## src/wsfd_pkg.sv

```systemverilog
// ----------------------------------------------------------------------------
// WebSocket frame deframer package
// Phase codes, header constants and defaults shared by the deframer.
// ----------------------------------------------------------------------------
`default_nettype none

package wsfd_pkg;

	// default width of the payload length counter
	localparam int unsigned LEN_BITS_DEFAULT = 64;

	// second header byte length codes
	localparam logic [6:0] LEN7_EXT16 = 7'd126;
	localparam logic [6:0] LEN7_EXT64 = 7'd127;

	// header byte counts
	localparam logic [3:0] EXT16_BYTES = 4'd2;
	localparam logic [3:0] EXT64_BYTES = 4'd8;
	localparam logic [3:0] MASK_BYTES  = 4'd4;

	typedef enum logic [2:0] {
		PH_HDR0    = 3'd0,
		PH_HDR1    = 3'd1,
		PH_EXTLEN  = 3'd2,
		PH_MASK    = 3'd3,
		PH_PAYLOAD = 3'd4
	} phase_t;

endpackage

`default_nettype wire

```

## src/websocket_frame_deframer_unit.sv

```systemverilog
// ----------------------------------------------------------------------------
// WebSocket frame deframer
// Byte-serial receive-side frame parser with payload unmasking.
// ----------------------------------------------------------------------------
// A result word is registered and is on the output in the cycle after the
// input word that causes it is accepted.
// Throughput: one input word per cycle; the output register is the only
// storage between the two sides, so a stalled output stalls the input.
// Reset: arst_n clears the parser to the first header byte and all parser state and the result valid flag to 0.
`default_nettype none

module websocket_frame_deframer_unit
	import wsfd_pkg::*;
#(
	parameter int unsigned LENGTH_BITS = LEN_BITS_DEFAULT
) (
	input  wire logic       clk,
	input  wire logic       arst_n,
	// input channel
	input  wire logic       in_valid,
	output logic            in_stall,
	input  wire logic [7:0] stream_byte,
	// output channel
	output logic            out_valid,
	input  wire logic       out_stall,
	output logic [7:0]      payload_byte,
	output logic            has_byte,
	output logic [3:0]      message_opcode,
	output logic            message_start,
	output logic            message_end
);

	// ------------------------------------------------------------------------
	// Parser state
	// ------------------------------------------------------------------------
	phase_t                   phase_q,     phase_nxt;
	logic                     final_q,     final_nxt;
	logic                     masked_q,    masked_nxt;
	logic [3:0]               opcode_q,    opcode_nxt;
	logic [3:0]               hdr_cnt_q,   hdr_cnt_nxt;
	logic [LENGTH_BITS-1:0]   rem_q,       rem_nxt;
	logic [31:0]              mask_key_q,  mask_key_nxt;
	logic [1:0]               mask_pos_q,  mask_pos_nxt;
	logic                     start_pend_q, start_pend_nxt;

	// result register
	logic                     out_valid_q;
	logic [7:0]               payload_byte_q;
	logic                     has_byte_q;
	logic [3:0]               opcode_out_q;
	logic                     start_out_q;
	logic                     end_out_q;

	// result of the current word
	logic                     emit;
	logic [7:0]               emit_data;
	logic                     emit_has;
	logic                     emit_end;

	logic                     accept;
	logic                     hdr_done;   // header complete on this word
	logic [7:0]               key_byte;
	logic                     last_byte;

	// A word is taken whenever the result register is free or drains now.
	assign in_stall = out_valid_q & out_stall;
	assign accept   = in_valid & ~in_stall;

	// Mask key byte for this payload position, most significant byte first
	always_comb begin
		case (mask_pos_q)
			2'd0:    key_byte = mask_key_q[31:24];
			2'd1:    key_byte = mask_key_q[23:16];
			2'd2:    key_byte = mask_key_q[15:8];
			default: key_byte = mask_key_q[7:0];
		endcase
	end

	assign last_byte = (rem_q[LENGTH_BITS-1:1] == '0);

	// ------------------------------------------------------------------------
	// Next state and result
	// ------------------------------------------------------------------------
	always_comb begin
		phase_nxt      = phase_q;
		final_nxt      = final_q;
		masked_nxt     = masked_q;
		opcode_nxt     = opcode_q;
		hdr_cnt_nxt    = hdr_cnt_q;
		rem_nxt        = rem_q;
		mask_key_nxt   = mask_key_q;
		mask_pos_nxt   = mask_pos_q;
		start_pend_nxt = start_pend_q;
		hdr_done       = 1'b0;
		emit           = 1'b0;
		emit_data      = 8'd0;
		emit_has       = 1'b0;
		emit_end       = 1'b0;

		unique case (phase_q)
			PH_HDR0: begin
				final_nxt = stream_byte[7];
				if (stream_byte[3:0] != 4'd0) begin
					opcode_nxt     = stream_byte[3:0];
					start_pend_nxt = 1'b1;
				end
				phase_nxt = PH_HDR1;
			end
			PH_HDR1: begin
				masked_nxt = stream_byte[7];
				rem_nxt    = '0;
				if (stream_byte[6:0] == LEN7_EXT16) begin
					hdr_cnt_nxt = EXT16_BYTES;
					phase_nxt   = PH_EXTLEN;
				end else if (stream_byte[6:0] == LEN7_EXT64) begin
					hdr_cnt_nxt = EXT64_BYTES;
					phase_nxt   = PH_EXTLEN;
				end else begin
					rem_nxt = {{(LENGTH_BITS-7){1'b0}}, stream_byte[6:0]};
					// length complete: on to the mask key or the payload
					mask_key_nxt = '0;
					if (stream_byte[7]) begin
						phase_nxt   = PH_MASK;
						hdr_cnt_nxt = MASK_BYTES;
					end else begin
						hdr_done = 1'b1;
					end
				end
			end
			PH_EXTLEN: begin
				// saturate lengths that overflow the counter
				if (rem_q[LENGTH_BITS-1 -: 8] != 8'd0)
					rem_nxt = '1;
				else
					rem_nxt = {rem_q[LENGTH_BITS-9:0], stream_byte};
				hdr_cnt_nxt = hdr_cnt_q - 4'd1;
				if (hdr_cnt_nxt == 4'd0) begin
					mask_key_nxt = '0;
					if (masked_q) begin
						phase_nxt   = PH_MASK;
						hdr_cnt_nxt = MASK_BYTES;
					end else begin
						hdr_done = 1'b1;
					end
				end
			end
			PH_MASK: begin
				mask_key_nxt = {mask_key_q[23:0], stream_byte};
				hdr_cnt_nxt  = hdr_cnt_q - 4'd1;
				if (hdr_cnt_nxt == 4'd0)
					hdr_done = 1'b1;
			end
			PH_PAYLOAD: begin
				emit         = 1'b1;
				emit_data    = stream_byte ^ key_byte;
				emit_has     = 1'b1;
				emit_end     = last_byte & final_q;
				mask_pos_nxt = mask_pos_q + 2'd1;
				if (last_byte) begin
					rem_nxt   = '0;
					phase_nxt = PH_HDR0;
				end else begin
					rem_nxt = rem_q - {{(LENGTH_BITS-1){1'b0}}, 1'b1};
				end
			end
			default: begin
				phase_nxt = PH_HDR0;
			end
		endcase

		// header finished: payload follows, or an empty frame closes here
		if (hdr_done) begin
			mask_pos_nxt = 2'd0;
			if (rem_nxt != '0) begin
				phase_nxt = PH_PAYLOAD;
			end else begin
				phase_nxt = PH_HDR0;
				if (final_q) begin
					emit     = 1'b1;
					emit_end = 1'b1;
				end
			end
		end

		if (emit)
			start_pend_nxt = 1'b0;
	end

	// ------------------------------------------------------------------------
	// Registers
	// ------------------------------------------------------------------------
	always_ff @(posedge clk or negedge arst_n) begin
		if (!arst_n) begin
			phase_q      <= PH_HDR0;
			final_q      <= 1'b0;
			masked_q     <= 1'b0;
			opcode_q     <= 4'd0;
			hdr_cnt_q    <= 4'd0;
			rem_q        <= '0;
			mask_key_q   <= '0;
			mask_pos_q   <= 2'd0;
			start_pend_q <= 1'b0;
		end else if (accept) begin
			phase_q      <= phase_nxt;
			final_q      <= final_nxt;
			masked_q     <= masked_nxt;
			opcode_q     <= opcode_nxt;
			hdr_cnt_q    <= hdr_cnt_nxt;
			rem_q        <= rem_nxt;
			mask_key_q   <= mask_key_nxt;
			mask_pos_q   <= mask_pos_nxt;
			start_pend_q <= start_pend_nxt;
		end
	end

	// result valid: set by a new result, cleared once taken
	always_ff @(posedge clk or negedge arst_n) begin
		if (!arst_n) begin
			out_valid_q <= 1'b0;
		end else if (accept && emit) begin
			out_valid_q <= 1'b1;
		end else if (!out_stall) begin
			out_valid_q <= 1'b0;
		end
	end

	// result payload; opcode and start come from the state before this word
	always_ff @(posedge clk) begin
		if (accept && emit) begin
			payload_byte_q <= emit_data;
			has_byte_q     <= emit_has;
			opcode_out_q   <= opcode_q;
			start_out_q    <= start_pend_q;
			end_out_q      <= emit_end;
		end
	end

	assign out_valid      = out_valid_q;
	assign payload_byte   = payload_byte_q;
	assign has_byte       = has_byte_q;
	assign message_opcode = opcode_out_q;
	assign message_start  = start_out_q;
	assign message_end    = end_out_q;

	// ------------------------------------------------------------------------
	// Assertions
	// ------------------------------------------------------------------------
	a_cnt_live: assert property (@(posedge clk) disable iff (!arst_n)
		(phase_q == PH_EXTLEN || phase_q == PH_MASK) |-> hdr_cnt_q != 4'd0)
		else $error("header byte count empty inside extended length or mask");

	a_rem_live: assert property (@(posedge clk) disable iff (!arst_n)
		phase_q == PH_PAYLOAD |-> rem_q != '0)
		else $error("payload phase with nothing remaining");

	a_pos_start: assert property (@(posedge clk) disable iff (!arst_n)
		(phase_q == PH_PAYLOAD && $past(phase_q) != PH_PAYLOAD) |-> mask_pos_q == 2'd0)
		else $error("mask position not reset at payload start");

	a_empty_end: assert property (@(posedge clk) disable iff (!arst_n)
		(accept && emit && !emit_has) |=> out_valid_q && message_end && !has_byte)
		else $error("empty result does not close the message");

endmodule

`default_nettype wire

```

## config.mk

```make
export PLATFORM = sky130hd
export DESIGN_NAME = websocket_frame_deframer_unit
export DESIGN_NICKNAME = d
export VERILOG_FILES = /design/src/wsfd_pkg.sv /design/src/websocket_frame_deframer_unit.sv
export SDC_FILE = /design/constraint.sdc
export NUM_CORES = 1
export LEC_CHECK = 0
export CAP_MARGIN = 0
export CORE_ASPECT_RATIO = 1.1
export CORE_MARGIN = 4
export CORE_UTILIZATION = 30
export CTS_CLUSTER_DIAMETER = 50
export DETAILED_ROUTE_END_ITERATION = 12
export DONT_BUFFER_PORTS = 1
export PLACE_DENSITY = 0.56
export SYNTH_ARGS = -nofsm -noshare
export SYNTH_HDL_FRONTEND = slang
export SYNTH_SLANG_ARGS = --single-unit
```

## constraint.sdc

```tcl
create_clock -name clk -period 5.5 [get_ports clk]
set_clock_uncertainty 0.1 [all_clocks]
set_input_delay 1.1 -clock clk [delete_from_list [all_inputs] [get_ports clk]]
set_output_delay 1.1 -clock clk [all_outputs]
set_load 0.05 [all_outputs]
```

==> flow_summary.toml <==
[grt]
grt_max_degree = 114
grtUsageTotal_pct = 22.1
grt_overflow = 0
antenna_found_initial = 0
grt_pass1_vias = 9294
grt_pass1_wl_um = 57800

[worst_hold_path]
hold_path_class = "in2async"

[floorplan]
die_w_um = 175
io_pins = 29
die_y_um = 192
start_util_pct = 30.4
rows = 67
dieArea_um2 = 33700
core_area_um2 = 30400

[detailed_routing]
firstDrtPassIters = 6
viasPerCell = 6.11
vias = 9884
route.detailed.drc = 0
drtIter0Drc = 1497
finalWirelength_um = 37400
ant_nets = 0
wl_per_cell_um = 23.1

[cts]
clk_transition_reported_paths_ns = 0.07
cts_made_buffers = 17
cts_resized = 0
cts_setup_buffers = 0
hold_buffers = 0
cts_root_buffer = "clkbuf_16"
clkLatencyLatePin_ns = 0.45
htreeDepth = 4
cts_tree = "done"
cts.path.max_buffers = 2
cts_sinks = 128

[critical_path]
r2r-end = "payload_byte[3]"
worst_path_max_delay_cell = "or4b_4"
crit_chain = "or4_4, or4_1, buf_4, nor4_1, nor4bb_1, o31ai_1, o31ai_1, nand4_1, or4b_4, or4_4, a21oi_1, buf_4"
cp-start-kind = "flop"
crit_arrival_ns = 5.18
r2r_cells = 12
worst_path_largest_cell_delay_ns = 0.60
critPathLaunch = "rem_q[21]"
cp_num_cells = 12
r2r-start = "rem_q[21]"
crit_fanout = 15
ff2ff_setup_slack_ns = 0.36
crit_family = "simple AND/OR/NAND/NOR gates"
worst-path-buf-inv = 2
worstPathRequired_ns = 5.54
worst_setup_path_end_kind = "flop"
setup.worst_path.end = "payload_byte[3]"
critical_path_class = "reg2reg"

[power]
p_per_area_nw_per_um2 = 656
vdd_drop_max_uv = 378
p_leak_uw = 0.00396
total_power_uw = 6880

[sta]
hold_violations = 0
timing.hold.ws_ns = 0.246
finalSetupTns_ns = 0
setup_viol = 0
finalMaxSlewViolations = 0
timing.final.crit_share_pct = 93.5
post-route-min-period_ns = 5.14
relSlewSlack_pct = 30.1
fin_ws_ns = 0.357
max_freq_ghz = 0.194
rsz0062_at_grt = "false"
worst_slew_pin_slew_ns = 1.05

[placement]
dp_hpwl_um = 26200
port_buffers = 0
place_ws_ns = 0.418
routabilityCongestion = 0.975

[run_status]
status = "complete, no violations"

[flow_run]
drv_cap = 0

[finish]
areaGrowthSynthToFinish_pct = 13.4
drive_gt1_share_pct = 11.8
final_nets = 1210
multi_input_area_um2 = 5510
seqCellArea_um2 = 3280
diodes = 0
utilization_pct = 34.5
fillers = 3206

[synth]
synth_top_area_share_pct = 30.6
synth_area_per_cell_um2 = 7.65
synth_top_cell_by_area = "dfrtp_1"
synth_cell_types = 85
synth-async-reset-ratio_pct = 88.3
netlist_instances = 1209
ys_seq_area_share_pct = 35.4
syn_area_um2 = 9250
synth.yosys.warnings = 0
synth-edff-count = 15
ys_seq_elements = 128
synthTopCellsByArea = "dfrtp_1, o21ai_0, nand2_1"
synth_flop_cell = "dfrtp_1"
syn_nets = 1228
-- cell families after synthesis --
group | share of synthesized area (%)
muxes | 1.08
DFF | 35.4
adders and majority gates | 0.947
xor gates and xnor gates | 1.70
and+or+nand+nor | 27.4
buffers and inverters | 5.32
AOI/OAI and AO/OA | 28.1
-- placed cells by master, fill, tap and decap left out, types with 8 or more instances in the layout --
cell type,instances
nand2_1,187
clkbuf_16,18
o22ai_1,17
a21oi_1,66
or2_2,8
and3_1,13
nand3_1,25
xnor2_1,13
o21ai_0,166
o21a_1,16
a222oi_1,9
o31ai_1,22
a211oi_1,13
inv_1,23
buf_4,63
nand2b_1,9
nor2_1,98
dfrtp_1,113
nand4_1,27
nor4_1,31
a21o_1,9
mux2_2,8
o41ai_1,8
or4_1,14
edfxtp_1,15
or3_1,19
nor3_1,36
a31oi_1,17
-- cell usage after synthesis, types with 14 or more instances --
| master | number |
|---|---|
| o21ai_0 | 167 |
| inv_1 | 23 |
| a21oi_1 | 66 |
| dfrtp_1 | 113 |
| nor3_1 | 36 |
| nor4_1 | 31 |
| nand3_1 | 26 |
| o21a_1 | 16 |
| clkbuf_1 | 88 |
| or3_1 | 19 |
| or4_1 | 14 |
| o22ai_1 | 17 |
| nand4_1 | 27 |
| edfxtp_1 | 15 |
| a31oi_1 | 17 |
| nor2_1 | 100 |
| o31ai_1 | 22 |
| nand2_1 | 188 |
-- report_power, final --
group | internal [uW] | switching, uW
registers | 1250 | 552
clock network | 657 | 492
logic | 1330 | 2600
-- layer usage --
metal	global-route usage [%]	vias up	wire, um
li1	-	4474	-
met1	29.8	4652	15400
met3	4.70	141	3720
met4	10.9	0	1920
met2	33.8	617	16400
met5	0	-	0
-- how the worst min path moves through the flow --
| stage | startpoint | endpoint | depth (start not counted) |
|---|---|---|---|
| after detailed placement | opcode_q[2] | message_opcode[2] | 0 |
| after floorplan | opcode_q[1] | message_opcode[1] | 0 |
| after global routing | arst_n | mask_key_q[30] | 0 |
| after global placement | opcode_q[2] | message_opcode[2] | 0 |
| after CTS | arst_n | rem_q[6] | 0 |
| final | arst_n | mask_key_q[14] | 0 |
-- per-stage QoR --
step	cell area [um^2]	std cells
finish	10500	1618
global route	10500	1618
CTS	10500	1618
detailed placement	9900	1586
global placement	9900	1586
floorplan	9250	1209
-- flip-flops by register name, indices dropped and copies added, names as in the netlist --
signal / cells
mask_pos_q: 2
has_byte: 1
out_valid: 1
masked_q: 1
message_start: 1
message_end: 1
mask_key_q: 32
rem_q: 64
hdr_cnt_q: 4
payload_byte: 8
final_q: 1
phase_q: 3
opcode_q: 4
start_pend_q: 1
message_opcode: 4
-- area by class of cell --
type	instances	area share [%]
Inverter	23	0.823
Clock buffer	19	4.33
Timing Repair Buffer	65	4.89
Multi-Input combinational cell	956	52.5
Tap cell	414	4.94
Clock inverter	13	1.22
Sequential cell	128	31.3
Power figures use the tool's default switching activity.
